===== src/mspb_pkg.sv =====
// shared types and constants of the masked sprite pixel blitter
`timescale 1ns / 1ps

package mspb_pkg;

    localparam int MAX_SCREEN_SIDE = 4096;
    localparam int MAX_SPRITE_SIDE = 256;

    localparam int PIX_W    = 8;
    localparam int PLACE_W  = 16;
    localparam int LOCAL_W  = $clog2(MAX_SPRITE_SIDE);
    localparam int COORD_W  = PLACE_W + 1;
    localparam int SIDE_W   = 13;
    localparam int PITCH_W  = 14;
    localparam int ADDR_W   = 24;
    localparam int POS_W    = $clog2(MAX_SCREEN_SIDE);
    localparam int PROD_W   = POS_W + PITCH_W;
    localparam int CFG_IDX_W = 2;

    localparam logic [SIDE_W-1:0] SIDE_LIMIT = SIDE_W'(MAX_SCREEN_SIDE);
    localparam logic [PIX_W-1:0]  SHADOW_ADD = 8'h06;

    localparam logic [SIDE_W-1:0]  RST_SCREEN_WIDTH  = 13'd320;
    localparam logic [SIDE_W-1:0]  RST_SCREEN_HEIGHT = 13'd240;
    localparam logic [PITCH_W-1:0] RST_LINE_PITCH    = 14'd320;

    typedef enum logic [CFG_IDX_W-1:0] {
        REG_SCREEN_WIDTH  = 2'd0,
        REG_SCREEN_HEIGHT = 2'd1,
        REG_LINE_PITCH    = 2'd2
    } cfg_reg_e_t;

    typedef struct packed {
        logic [PLACE_W-1:0] place_x;
        logic [PLACE_W-1:0] place_y;
        logic [LOCAL_W-1:0] hotspot_x;
        logic [LOCAL_W-1:0] hotspot_y;
        logic [LOCAL_W-1:0] local_x;
        logic [LOCAL_W-1:0] local_y;
        logic [PIX_W-1:0]   sprite_pixel;
        logic [PIX_W-1:0]   sprite_mask;
        logic [PIX_W-1:0]   screen_pixel;
        logic [PIX_W-1:0]   backdrop_pixel;
        logic               shadow_mode;
    } pix_in_t;

    typedef struct packed {
        logic              write_enable;
        logic [ADDR_W-1:0] write_address;
        logic [PIX_W-1:0]  new_pixel;
    } pix_out_t;

    typedef struct packed {
        logic [SIDE_W-1:0]  screen_width;
        logic [SIDE_W-1:0]  screen_height;
        logic [PITCH_W-1:0] line_pitch;
    } blit_cfg_t;

endpackage


===== src/mspb_compute.sv =====
// clipping, address and byte compositing for one sprite pixel
`timescale 1ns / 1ps

module mspb_compute
    import mspb_pkg::*;
(
    input  pix_in_t   pix_in,
    input  blit_cfg_t cfg,
    output pix_out_t  pix_out
);

    logic signed [COORD_W-1:0] sx;
    logic signed [COORD_W-1:0] sy;
    logic [SIDE_W-1:0]         w_clamp;
    logic [SIDE_W-1:0]         h_clamp;
    logic                      on_screen;
    logic [PIX_W-1:0]          nmask;
    logic [PIX_W-1:0]          shadow_byte;
    logic [PIX_W-1:0]          blend;
    logic [PROD_W-1:0]         row_base;
    logic [ADDR_W-1:0]         addr;

    // screen position = placement - hot-spot + local, 17 bits hold every case
    assign sx = $signed({pix_in.place_x[PLACE_W-1], pix_in.place_x})
              - $signed({{(COORD_W-LOCAL_W){1'b0}}, pix_in.hotspot_x})
              + $signed({{(COORD_W-LOCAL_W){1'b0}}, pix_in.local_x});
    assign sy = $signed({pix_in.place_y[PLACE_W-1], pix_in.place_y})
              - $signed({{(COORD_W-LOCAL_W){1'b0}}, pix_in.hotspot_y})
              + $signed({{(COORD_W-LOCAL_W){1'b0}}, pix_in.local_y});

    assign w_clamp = (cfg.screen_width  > SIDE_LIMIT) ? SIDE_LIMIT : cfg.screen_width;
    assign h_clamp = (cfg.screen_height > SIDE_LIMIT) ? SIDE_LIMIT : cfg.screen_height;

    // local coordinates are LOCAL_W bits wide, so they never reach the sprite limit
    assign on_screen = !sx[COORD_W-1]
                    && (sx[COORD_W-2:0] < {{(COORD_W-1-SIDE_W){1'b0}}, w_clamp})
                    && !sy[COORD_W-1]
                    && (sy[COORD_W-2:0] < {{(COORD_W-1-SIDE_W){1'b0}}, h_clamp});

    // shadow add stays inside the byte
    assign nmask       = ~pix_in.sprite_mask;
    assign shadow_byte = (pix_in.backdrop_pixel & nmask) + (nmask & SHADOW_ADD);
    assign blend       = (pix_in.screen_pixel & pix_in.sprite_mask)
                       | (pix_in.shadow_mode ? shadow_byte : pix_in.sprite_pixel);

    // inside the screen both coordinates fit in POS_W bits
    assign row_base = PROD_W'(sy[POS_W-1:0]) * PROD_W'(cfg.line_pitch);
    assign addr     = row_base[ADDR_W-1:0] + ADDR_W'(sx[POS_W-1:0]);

    always_comb begin
        pix_out.write_enable  = on_screen;
        pix_out.write_address = on_screen ? addr : '0;
        pix_out.new_pixel     = on_screen ? blend : pix_in.screen_pixel;
    end

endmodule


===== src/masked_sprite_pixel_blit.sv =====
// top level of the masked sprite pixel blitter
`timescale 1ns / 1ps

// masked sprite pixel blitter: one transaction on the s_ side carries one sprite
// pixel with its placement, hot-spot, mask, the current screen byte and the
// backdrop byte; one transaction on the m_ side returns the clipped write enable,
// the linear write address (row * line_pitch + column, modulo 2^24) and the
// composited byte. off-screen pixels come back with write_enable 0, address 0
// and the screen byte unchanged. the block takes one pixel every clock while
// m_ready keeps the output moving; a pixel passes the input register, the
// single compute stage and the output register, and the compute stage's longest
// path is the 12 x 14 bit row multiply plus the column add.
// an input register and an output register separate the two sides, so a pixel
// is still accepted while a finished one waits on m_ready, as long as the input register is empty. configuration
// registers (screen_width, screen_height, line_pitch) are written through the
// cfg port, which is always ready; indexes past the list are ignored.

module masked_sprite_pixel_blit
    import mspb_pkg::*;
(
    input  logic                 aclk,
    input  logic                 aresetn,

    input  logic                 cfg_valid,
    output logic                 cfg_ready,
    input  logic [CFG_IDX_W-1:0] cfg_index,
    input  logic [PITCH_W-1:0]   cfg_data,

    input  logic                 s_valid,
    output logic                 s_ready,
    input  logic [PLACE_W-1:0]   s_place_x,
    input  logic [PLACE_W-1:0]   s_place_y,
    input  logic [LOCAL_W-1:0]   s_hotspot_x,
    input  logic [LOCAL_W-1:0]   s_hotspot_y,
    input  logic [LOCAL_W-1:0]   s_local_x,
    input  logic [LOCAL_W-1:0]   s_local_y,
    input  logic [PIX_W-1:0]     s_sprite_pixel,
    input  logic [PIX_W-1:0]     s_sprite_mask,
    input  logic [PIX_W-1:0]     s_screen_pixel,
    input  logic [PIX_W-1:0]     s_backdrop_pixel,
    input  logic                 s_shadow_mode,

    output logic                 m_valid,
    input  logic                 m_ready,
    output logic                 m_write_enable,
    output logic [ADDR_W-1:0]    m_write_address,
    output logic [PIX_W-1:0]     m_new_pixel
);

    // configuration registers
    blit_cfg_t cfg_reg;
    blit_cfg_t cfg_next;

    // input stage
    logic      in_valid_reg;
    logic      in_valid_next;
    pix_in_t   in_data_reg;
    pix_in_t   in_data_next;

    // output stage
    logic      out_valid_reg;
    logic      out_valid_next;
    pix_out_t  out_data_reg;
    pix_out_t  out_data_next;

    pix_out_t  comp_result;
    logic      s_accept;
    logic      out_load;
    logic      in_advance;

    // config writes never stall
    assign cfg_ready = 1'b1;

    always_comb begin
        cfg_next = cfg_reg;
        if (cfg_valid && cfg_ready) begin
            unique case (cfg_index)
                REG_SCREEN_WIDTH:  cfg_next.screen_width  = cfg_data[SIDE_W-1:0];
                REG_SCREEN_HEIGHT: cfg_next.screen_height = cfg_data[SIDE_W-1:0];
                REG_LINE_PITCH:    cfg_next.line_pitch    = cfg_data;
                default:           cfg_next = cfg_reg;  // unknown index, ignore
            endcase
        end
    end

    // output register frees up when empty or when its transaction completes
    assign out_load   = !out_valid_reg || m_ready;
    // input stage moves forward whenever the output can take it
    assign in_advance = out_load;
    assign s_ready    = !in_valid_reg || in_advance;
    assign s_accept   = s_valid && s_ready;

    always_comb begin
        in_data_next.place_x        = s_place_x;
        in_data_next.place_y        = s_place_y;
        in_data_next.hotspot_x      = s_hotspot_x;
        in_data_next.hotspot_y      = s_hotspot_y;
        in_data_next.local_x        = s_local_x;
        in_data_next.local_y        = s_local_y;
        in_data_next.sprite_pixel   = s_sprite_pixel;
        in_data_next.sprite_mask    = s_sprite_mask;
        in_data_next.screen_pixel   = s_screen_pixel;
        in_data_next.backdrop_pixel = s_backdrop_pixel;
        in_data_next.shadow_mode    = s_shadow_mode;
    end

    // per-pixel math between the two registers
    mspb_compute u_compute (
        .pix_in  (in_data_reg),
        .cfg     (cfg_reg),
        .pix_out (comp_result)
    );

    always_comb begin
        in_valid_next = in_valid_reg;
        if (s_accept) begin
            in_valid_next = 1'b1;
        end else if (in_advance) begin
            in_valid_next = 1'b0;
        end

        out_valid_next = out_valid_reg;
        if (out_load) begin
            out_valid_next = in_valid_reg;
        end
        out_data_next = comp_result;
    end

    always_ff @(posedge aclk) begin
        if (!aresetn) begin
            cfg_reg.screen_width  <= RST_SCREEN_WIDTH;
            cfg_reg.screen_height <= RST_SCREEN_HEIGHT;
            cfg_reg.line_pitch    <= RST_LINE_PITCH;
            in_valid_reg          <= 1'b0;
            out_valid_reg         <= 1'b0;
        end else begin
            cfg_reg       <= cfg_next;
            in_valid_reg  <= in_valid_next;
            out_valid_reg <= out_valid_next;
        end
    end

    // payload registers, no reset needed
    always_ff @(posedge aclk) begin
        if (s_accept) begin
            in_data_reg <= in_data_next;
        end
        if (out_load && in_valid_reg) begin
            out_data_reg <= out_data_next;
        end
    end

    assign m_valid         = out_valid_reg;
    assign m_write_enable  = out_data_reg.write_enable;
    assign m_write_address = out_data_reg.write_address;
    assign m_new_pixel     = out_data_reg.new_pixel;

    // off-screen results carry a zero address
    assert property (@(posedge aclk) disable iff (!aresetn)
        (m_valid && !m_write_enable) |-> (m_write_address == '0))
        else $error("off-screen transaction with nonzero address");

    // a pixel in the input stage reaches the output register when it advances
    assert property (@(posedge aclk) disable iff (!aresetn)
        (in_valid_reg && in_advance) |=> m_valid)
        else $error("pixel lost between input and output stage");

    // both stages full and output stalled: no new transaction is taken
    assert property (@(posedge aclk) disable iff (!aresetn)
        (in_valid_reg && m_valid && !m_ready) |-> !s_ready)
        else $error("input accepted while pipeline is full");

    // a stalled result stays put
    assert property (@(posedge aclk) disable iff (!aresetn)
        (m_valid && !m_ready) |=> (m_valid && $stable(out_data_reg)))
        else $error("stalled result changed");

endmodule


===== config.mk =====
export PLATFORM = sky130hd
export DESIGN_NAME = masked_sprite_pixel_blit
export DESIGN_NICKNAME = d
export VERILOG_FILES = /design/src/mspb_pkg.sv /design/src/mspb_compute.sv /design/src/masked_sprite_pixel_blit.sv
export SDC_FILE = /design/constraint.sdc
export NUM_CORES = 1
export LEC_CHECK = 0
export BUFFER_PORTS_ARGS = -buffer_cell sky130_fd_sc_hd__buf_4
export CAP_MARGIN = 20
export CORE_MARGIN = 2
export CORE_UTILIZATION = 40
export DETAILED_ROUTE_END_ITERATION = 12
export HOLD_SLACK_MARGIN = 0.08
export PLACE_DENSITY = 0.67
export SYNTH_ARGS = -nofsm -noshare
export SYNTH_HDL_FRONTEND = slang
export SYNTH_SLANG_ARGS = --single-unit
export TNS_END_PERCENT = 100

===== constraint.sdc =====
create_clock -name aclk -period 8.3 [get_ports aclk]
set_input_delay 0 -clock aclk [delete_from_list [all_inputs] [get_ports aclk]]
set_output_delay 0 -clock aclk [all_outputs]
set_load 0.005 [all_outputs]

==> results of run 1 <==
## final cells by class
type                            instances  area [sq um]
Fill cell                            3231         17630
Multi-Input combinational cell        952          8347
Sequential cell                       172          4745
Timing Repair Buffer                  289          2485
Inverter                              275          1032
Tap cell                              461         576.8
Clock buffer                           21         493.0
Clock inverter                         11         82.58
Antenna cell                            1         2.502
## kinds of logic after synthesis
family,share of synthesized area (%)
adders and majority gates,31.22
and+or+nand+nor,14.87
muxes,0.4903
AOI/OAI and AO/OA,9.097
other,0.02624
xor gates and xnor gates,2.513
buffers and inverters,8.589
DFF,33.20
## Yosys cell counts, types with 6 or more instances
| cell | n | share of area [%] |
|---|---|---|
| inv_1 | 275 | 7.2 |
| nand2_1 | 225 | 5.9 |
| fa_1 | 146 | 20 |
| edfxtp_1 | 130 | 27 |
| ha_1 | 123 | 11 |
| and2_1 | 73 | 3.2 |
| nor2_1 | 53 | 1.4 |
| a21oi_1 | 45 | 1.6 |
| dfxtp_1 | 42 | 5.9 |
| clkbuf_1 | 40 | 1.1 |
| a21boi_0 | 32 | 1.7 |
| o21ai_0 | 32 | 1.1 |
| xnor2_1 | 26 | 1.6 |
| nand3_1 | 15 | 0.53 |
| xor2_1 | 15 | 0.92 |
| nor3_1 | 14 | 0.49 |
| nor2b_1 | 13 | 0.57 |
| a21o_1 | 11 | 0.58 |
| nand2b_1 | 10 | 0.44 |
| a211oi_1 | 9 | 0.47 |
| o21a_1 | 9 | 0.47 |
| o2bb2ai_2 | 8 | 0.84 |
| and3_1 | 7 | 0.31 |
| mux2i_1 | 7 | 0.49 |
| nand4b_1 | 7 | 0.43 |
| o211ai_1 | 6 | 0.32 |
## where the power goes
part	switching, uW	total (uW)	internal (uW)	leakage (uW)
logic	1560	2720	1160	0.00623
registers	26.6	997	971	0.00160
clock network	372	802	431	0.000293
## final timing paths
check / endpoint / cells past startpoint
setup reg to reg: m_write_address[23] / 26
setup / recovery: m_write_address[23] / 26
hold / removal: cfg_reg[36] / 5
hold reg to reg: cfg_reg[36] / 2
## metal layers
layer | vias up | GRT usage, % | routed length [um]
met5 | - | 0 | 0
met2 | 260 | 33.31 | 16740
met1 | 5189 | 24.20 | 14540
li1 | 5182 | - | -
met3 | 53 | 3.258 | 1447
met4 | 0 | 6.352 | 792
## repair_timing
item / CTS / global route
endpoints found under the setup margin: 0 / 3
hold endpoints to repair: 153 / 0
gates resized for setup: 0 / 3
hold buffers: 121 / 0
## tightest hold or removal path: stages
cell and delay (ps):
buf_4 130, nor3b_1 130, buf_4 180, nand2_1 70, a21boi_0 60
## stage by stage
step,hold WS [ps],instance area (sq um),total power [uW]
final,174.5,17760,4521
after global routing,182.5,17760,5013
after CTS,141.8,17720,4554
after detailed placement,179.3,15930,3688
after global placement,178.0,15930,3637
after floorplan,98.87,14290,3024
==> key figures, run 1 <==
Worst setup path
  – Critical path peak fanout: 9
  – Worst Setup End Kind: flop
  – Kind of critical path: reg -> reg
  – Crit path launch: in_data_reg[34]
  – Worst path required time: around 8600 ps
  – CP dominant cell by count: fa_1
  – Crit path largest cell delay: 530 ps
  – Critical Path Slowest Stage Cell: fa_1
  – R2r startpoint: in_data_reg[34]
  – CP top delay family: adder cells
  – Flop-to-flop setup slack: about 480 ps
  – CP bufs+invs: 5
  – Crit path DAT: 8110 ps
  – Critical path launch point type: flop

Pwr
  – P per Cell Area: 254.5 mW/mm^2
  – Worst IR Drop VDD: ~0.19 mV
  – P_leak: about 0.008 uW

Clock network
  – Maximum clock path buffer count: 2
  – Num CTS Buffers: 17
  – H-tree levels: 4
  – TritonCTS clock tree: done
  – Root Buffer: clkbuf_16
  – Setup repair bufs after CTS: 0
  – Clk sinks: ~170
  – Clk_lat worst skew: 450 ps
  – Worst-path clk slew: roughly 70 ps

Synth
  – Post-synthesis instance total: 1445
  – Ys async rst share: 0%
  – Seq/Total Area, Yosys: 33.20%
  – Average cell area after synthesis: 9.890 sq um
  – Number of synthesized flops with an enable pin: 130
  – Mapped Area: about 0.014 sq mm
  – Netlist cell types: just over 60
  – Seq cells post-synth: 172
  – Main flop type after synthesis: edfxtp_1
  – Post-Syn Nets: 1832
  – Synth Warn #: 0

Final layout
  – Max FFs per register: between 90 and 100
  – Final core utilization: between 50 and 60%
  – Layout cell share with drive strength beyond 1: ~13%
  – Final nets: around 2.1k
  – Area delta synth->final: 24.30%
  – Fin cells: about 2.2k
  – Most frequent cells in the layout: 277 x inv_1, 225 x nand2_1, 167 x buf_4
  – Commonest non-fill, non-tap cell in the layout: inv_1

Floorplanning
  – Full die area: around 0.037 sq mm
  – Std cell rows: around 70
  – Initial core utilization: 40.37%
  – Ports: between 150 and 200
  – Core footprint: roughly 0.035 sq mm
  – Die width: 193.0 um
  – Die Y-Extent: a little under 200 um

Routing
  – Drt first pass iters: 5
  – WL final: ~34000 um
  – WL per Instance: 15.37 um
  – First-iteration detailed-routing DRC count: 457
  – DRC violations left: 0
  – Vias/cell: approximately 4.9
  – Antenna Nets Post-Route: 0
  – DR vias: between 10k and 15k

Global route
  – Largest net degree at the start of global routing: approximately 80
  – Global-route wire length before repair: around 56000 um
  – Number of global-route vias before repair: approximately 11k
  – Initial antenna violation count: 1
  – Total gr overflow: 0
  – Total GRT Usage: about a fifth

Hold path
  – Worst hold start: cfg_valid
  – Worst hold-check path type: in -> reg

Timing
  – Fmax: approximately 0.13 GHz
  – Worst slew margin: a little over a fifth
  – Final slew viol count: 0
  – Slew @ Worst Pin: ~1100 ps
  – Worst setup margin: 478.1 ps
  – Fin. Hold Viols: 0
  – Fin crit period: a little under 8000 ps
  – Setup Skew: 12.29 ps
  – RSZ-0062 raised after global routing: no
  – Setup violators final: 0
  – Fin Setup TNS: 0 ps
  – Final Cycle Share: a little over nine tenths

Placed design
  – RePlAce Congestion: ~0.86
  – Number of port buffers: around 150
  – DP HPWL: between 20000 and 25000 um
  – Dpl cells: ~2.0k
  – DP Worst Slack: around 410 ps

Status
  – Outcome: complete, no violations

Job
  – Maxcap violations: 0
Power figures use the tool's default switching activity.
==> inputs of run 2 (changes only) <==
REMOVE_ABC_BUFFERS = 1   (was not set)
SKIP_LAST_GASP = 1   (was not set)
==> key figures, run 2 (synthesis results as in run 1) <==
Worst setup path
  – Crit path largest cell delay: 530 ps (about the same)
  – Critical Path Slowest Stage Cell: fa_1 (unchanged)
  – CP dominant cell by count: fa_1 (unchanged)
  – CP top delay family: adder cells (unchanged)
  – CP bufs+invs: 4 (was 5)
  – Kind of critical path: reg -> reg (unchanged)
  – Critical path peak fanout: 10 (was 9)
  – Worst path required time: 8570 ps (was 8590 ps)
  – Worst Setup End Kind: flop (unchanged)
  – Crit path DAT: 8140 ps (was 8110 ps)
  – Critical path launch point type: flop (unchanged)

Final layout
  – Max FFs per register: 97 (unchanged)
  – Fin cells: 2180 (was 2182)
  – Most frequent cells in the layout: 275 x inv_1, 225 x nand2_1, 167 x buf_4 (was 277 x inv_1, 225 x nand2_1, 167 x buf_4)
  – Commonest non-fill, non-tap cell in the layout: inv_1 (unchanged)
  – Area delta synth->final: 23.88% (was 24.30%)
  – Layout cell share with drive strength beyond 1: 12.69% (was 12.79%)
  – Final nets: 2093 (was 2094)

Timing
  – Final Cycle Share: 94.79% (was 94.24%)
  – Fin Setup TNS: 0 ps (unchanged)
  – RSZ-0062 raised after global routing: no (unchanged)
  – Fmax: 0.1271 GHz (was 0.1278 GHz)
  – Setup violators final: 0 (unchanged)
  – Fin. Hold Viols: 0 (unchanged)
  – Setup Skew: 10.67 ps (was 12.29 ps)
  – Final slew viol count: 0 (unchanged)
  – Slew @ Worst Pin: 1123 ps (was 1144 ps)
  – Worst slew margin: 25.14% (was 21.55%)
  – Fin crit period: 7867 ps (was 7822 ps)

Clock network
  – Clk_lat worst skew: 430 ps (was 450 ps)
  – Num CTS Buffers: 17 (unchanged)
  – Root Buffer: clkbuf_16 (unchanged)
  – H-tree levels: 4 (unchanged)
  – Worst-path clk slew: 70 ps (about the same)
  – TritonCTS clock tree: done (unchanged)
  – Setup repair bufs after CTS: 0 (unchanged)
  – Maximum clock path buffer count: 2 (unchanged)
  – Clk sinks: 172 (unchanged)

Routing
  – DR vias: 10.57k (was 10.68k)
  – Antenna Nets Post-Route: 0 (unchanged)
  – First-iteration detailed-routing DRC count: 495 (was 457)
  – WL per Instance: 15.11 um (was 15.37 um)
  – WL final: 32950 um (was 33530 um)
  – Vias/cell: 4.848 (was 4.896)
  – DRC violations left: 0 (unchanged)
  – Drt first pass iters: 5 (unchanged)

Pwr
  – P_leak: 0.008085 uW (was 0.008127 uW)
  – P per Cell Area: 252.3 mW/mm^2 (was 254.5 mW/mm^2)
  – Worst IR Drop VDD: 0.2265 mV (was 0.1881 mV)

Status
  – Outcome: complete, no violations (unchanged)

Global route
  – Number of global-route vias before repair: 10.90k (was 11.33k)
  – Global-route wire length before repair: 53900 um (was 55580 um)
  – Total gr overflow: 0 (unchanged)
  – Largest net degree at the start of global routing: 82 (was 78)
  – Initial antenna violation count: 1 (unchanged)
  – Total GRT Usage: 18.46% (was 19.14%)

Floorplanning
  – Die width: 193.0 um (unchanged)
  – Std cell rows: 69 (unchanged)
  – Ports: 154 (unchanged)
  – Core footprint: 0.03540 sq mm (unchanged)
  – Full die area: 0.03726 sq mm (unchanged)
  – Die Y-Extent: 193.0 um (unchanged)
  – Initial core utilization: 40.37% (unchanged)

Job
  – Maxcap violations: 0 (unchanged)

Placed design
  – Number of port buffers: 152 (unchanged)
  – DP HPWL: 24800 um (was 24440 um)
  – RePlAce Congestion: 0.8588 (was 0.8617)
  – Dpl cells: 2028 (was 2026)

Hold path
  – Worst hold-check path type: in -> reg (unchanged)
[run 2: cell types whose count changed in the layout (fill, tap and decap cells not counted), moves of 2 or more]
| cell | before | now |
|---|---|---|
| clkinv_1 | 0 | 3 |
| clkinv_4 | 4 | 0 |
| clkinvlp_4 | 0 | 3 |
| inv_1 | 277 | 275 |
| clkbuf_16 | 19 | 17 |
[run 2: area by class of cell]
cell class	count	area (sq um)
clock buffers	18	429.2
well taps	461	576.8
clock inverters	13	92.59
multi-input cells	952	8352
diodes	1	2.502
inverters	275	1032
repair buffers	288	2475
flip-flops and latches	172	4745
fillers	3214	17690
[run 2: metrics by stage]
step                      utilization, %  hold slack, ps  power, uW  worst slack [ps]  area [sq um]
after CTS                          49.97           108.0       4490             410.5         17690
after global routing               50.02           139.9       4933            0.3570         17700
after global placement             45.00           178.2       3606             638.7         15930
after floorplan                        -           71.83       3007             914.0         14100
final                              50.02           132.4       4466             432.5         17700
after detailed placement           45.10           179.3       3680             444.0         15960
[run 2: where the power goes]
| part | switching (uW) | total, uW | internal, uW |
|---|---|---|---|
| Combinational | 1560 | 2720 | 1170 |
| Clock | 360 | 744 | 384 |
| Sequential | 26.3 | 997 | 971 |
[run 2: worst paths after layout]
check | startpoint | to | slack [ps] | depth (start not counted)
worst max register to register | in_data_reg[53] | m_write_address[22] | 430 | 25
worst min-delay path | cfg_index[0] | cfg_reg[11] | 130 | 4
worst min register to register | cfg_reg[16] | cfg_reg[16] | 460 | 2
worst max-delay path | in_data_reg[53] | m_write_address[22] | 430 | 25
[run 2: worst reg2reg max path, cell delays in order, from the launching register on]
cell and delay [ps]:
edfxtp_1 420, fa_1 520, inv_1 40, ha_1 340, a211oi_1 300, o21ai_0 200
a211oi_1 420, xnor2_1 330, buf_4 250, and2_1 170, fa_1 530, inv_1 60
fa_1 460, fa_1 400, fa_1 510, inv_1 50, fa_1 440, ha_1 350
and3_1 240, a221o_1 370, and2_1 180, o21a_1 170, a211o_1 320, a2111oi_0 420
a41oi_1 100, a21oi_2 130
[run 2: repair_timing]
item,in CTS,in global routing
hold buffers,120,0
resized for setup,0,2
endpoints found under the hold margin,155,0
endpoints found under the setup margin,0,1
[run 2: per-layer routing]
metal | share of wire (%) | track usage, % | wire length (um) | vias up
met3 | 4.3 | 2.389 | 1419 | 30
met2 | 49 | 32.04 | 16190 | 243
li1 | - | - | - | 5175
met1 | 45 | 24.33 | 14760 | 5120
met5 | 0 | 0 | 0 | -
met4 | 1.8 | 5.070 | 584 | 0
==> inputs of run 3 (changes only) <==
clock period = 9.3 ns   (was 8.3 ns; I/O delays follow)
==> key figures, run 3 (synthesis results as in run 1) <==
Final layout
  – Final nets: 2090 (was 2093)
  – Area delta synth->final: 24.57% (was 23.88%)
  – Fin cells: 2180 (unchanged)
  – Commonest non-fill, non-tap cell in the layout: inv_1 (unchanged)
  – Max FFs per register: 97 (unchanged)
  – Post-route cell area: 0.01780 sq mm (was 0.01770 sq mm)
  – Layout cell share with drive strength beyond 1: 12.70% (was 12.69%)
  – Most frequent cells in the layout: 275 x inv_1, 225 x nand2_1, 162 x buf_4 (was 275 x inv_1, 225 x nand2_1, 167 x buf_4)

Clock network
  – Maximum clock path buffer count: 2 (unchanged)
  – H-tree levels: 4 (unchanged)
  – Root Buffer: clkbuf_16 (unchanged)
  – TritonCTS clock tree: done (unchanged)
  – Clk sinks: 172 (unchanged)
  – Worst-path clk slew: 80 ps (was 70 ps)
  – Resize count post-CTS: 0 (unchanged)
  – Setup repair bufs after CTS: 0 (unchanged)
  – Clk_lat worst skew: 440 ps (was 430 ps)
  – Num CTS Buffers: 17 (unchanged)
  – # hold bufs at CTS: 122 (was 120)

Status
  – Outcome: complete, no violations (unchanged)

Floorplanning
  – Full die area: 0.03726 sq mm (unchanged)
  – Die width: 193.0 um (unchanged)
  – Ports: 154 (unchanged)
  – Initial core utilization: 40.37% (unchanged)
  – Core footprint: 0.03540 sq mm (unchanged)
  – Die Y-Extent: 193.0 um (unchanged)
  – Std cell rows: 69 (unchanged)

Pwr
  – Sw Pwr: 1736 uW (was 1944 uW)
  – Worst IR Drop VDD: 0.2009 mV (was 0.2265 mV)
  – P per Cell Area: 228.4 mW/mm^2 (was 252.3 mW/mm^2)
  – Clock power share: 19.1% (was 16.7%)
  – Logic pwr share: 59.1% (was 61.0%)
  – Internal power: 2329 uW (was 2522 uW)
  – Fraction of power consumed by sequential logic: 21.9% (was 22.3%)
  – P_leak: 0.008133 uW (was 0.008085 uW)
  – Sw Ratio: 42.71% (was 43.53%)

Timing
  – Final slew viol count: 0 (unchanged)
  – Fin. Hold Viols: 0 (unchanged)
  – Fin Setup TNS: 0 ps (unchanged)
  – Slew @ Worst Pin: 1122 ps (was 1123 ps)
  – Worst slew margin: 25.21% (was 25.14%)
  – Final Cycle Share: 87.29% (was 94.79%)
  – Fin crit period: 8118 ps (was 7867 ps)
  – Fmax: 0.1232 GHz (was 0.1271 GHz)
  – Setup violators final: 0 (unchanged)
  – RSZ-0062 raised after global routing: no (unchanged)
  – Setup Skew: 12.93 ps (was 10.67 ps)

Routing
  – Antenna Nets Post-Route: 0 (unchanged)
  – WL per Instance: 15.01 um (was 15.11 um)
  – First-iteration detailed-routing DRC count: 533 (was 495)
  – Drt first pass iters: 5 (unchanged)
  – DRC violations left: 0 (unchanged)
  – DR vias: 10.57k (about the same)
  – Vias/cell: 4.849 (was 4.848)
  – WL final: 32710 um (was 32950 um)

Global route
  – Largest net degree at the start of global routing: 80 (was 82)
  – Number of global-route vias before repair: 10.86k (was 10.90k)
  – Global-route wire length before repair: 53790 um (was 53900 um)
  – Total gr overflow: 0 (unchanged)
  – Total GRT Usage: 18.38% (was 18.46%)
  – Initial antenna violation count: 2 (was 1)

Worst setup path
  – R2r startpoint: in_data_reg[37] (was in_data_reg[53])
  – Flop-to-flop setup slack: 1180 ps (was 430 ps)
  – Crit path largest cell delay: 540 ps (was 530 ps)
  – R2R depth: 28 (was 25)
  – CP endpoint: m_write_address[22] (unchanged)
  – Kind of critical path: reg -> reg (unchanged)
  – Critical path launch point type: flop (unchanged)
  – Worst Setup End Kind: flop (unchanged)
  – Crit path launch: in_data_reg[37] (was in_data_reg[53])
  – Worst R2R End: m_write_address[22] (unchanged)
  – Critical path peak fanout: 14 (was 10)
  – Crit path DAT: 8390 ps (was 8140 ps)
  – Worst path required time: 9570 ps (was 8570 ps)
  – Critical Path Slowest Stage Cell: fa_1 (unchanged)

Placed design
  – Placed cell areas: 0.01593 sq mm (was 0.01596 sq mm)
  – Number of port buffers: 152 (unchanged)
  – Dpl cells: 2022 (was 2028)
  – DP HPWL: 24470 um (was 24800 um)
  – RePlAce Congestion: 0.8472 (was 0.8588)

Job
  – Maxcap violations: 0 (unchanged)

Hold path
  – Worst hold-check path type: in -> reg (unchanged)
run 3: final cells by class:
cell class	count	area, sq um
multi-input combinational	952	8352
inverter	275	1032
clock inverter	15	206.4
antenna	3	7.507
sequential	172	4745
timing repair buffer	285	2457
tap	461	576.8
fill	3186	17590
clock buffer	17	425.4
run 3: critical path, delay by kind of cell, from the launching register on:
family	cells	cell delay, ps
flip-flops	1	330
buffers and inverters	6	290
adder cells (fa/ha/maj)	8	3570
AO/OA/AOI/OAI	10	2700
AND/OR/NAND/NOR	4	1030
run 3: through the flow:
stage / util (%) / hold WS, ps / setup slack (ps) / power, uW
after floorplan: - / 71.83 / 1914 / 2684
after global placement: 44.94 / 178.6 / 1248 / 3208
after detailed placement: 45.02 / 179.2 / 1026 / 3263
after CTS: 50.25 / 83.38 / 1046 / 4097
after global routing: 50.29 / 128.3 / 645.8 / 4508
final: 50.29 / 102.8 / 1182 / 4066
run 3: worst min path at each step:
stage                      start               to  cells after the start
3_5_place_dp   s_sprite_pixel[7]  in_data_reg[32]                      1
2_1_floorplan            aresetn      cfg_reg[18]                      1
6_report            cfg_index[0]      cfg_reg[13]                      4
4_1_cts             cfg_index[0]      cfg_reg[13]                      4
5_1_grt             cfg_index[0]       cfg_reg[1]                      4
3_3_place_gp        s_local_x[6]  in_data_reg[47]                      1
run 3: power by group through the flow:
stage | sequential (uW) | clock, uW | combinational (uW)
floorplan | 901 | 0 | 1780
global placement | 906 | 0 | 2300
detailed placement | 907 | 0 | 2360
CTS | 890 | 797 | 2410
global route | 894 | 825 | 2790
finish | 890 | 775 | 2400
run 3: layer usage:
layer | up-vias | track usage (%) | routed length, um
li1 | 5181 | - | -
met1 | 5131 | 24.48 | 14790
met2 | 230 | 30.71 | 15880
met3 | 29 | 3.511 | 1513
met4 | 0 | 5.099 | 538
met5 | - | 0 | 0
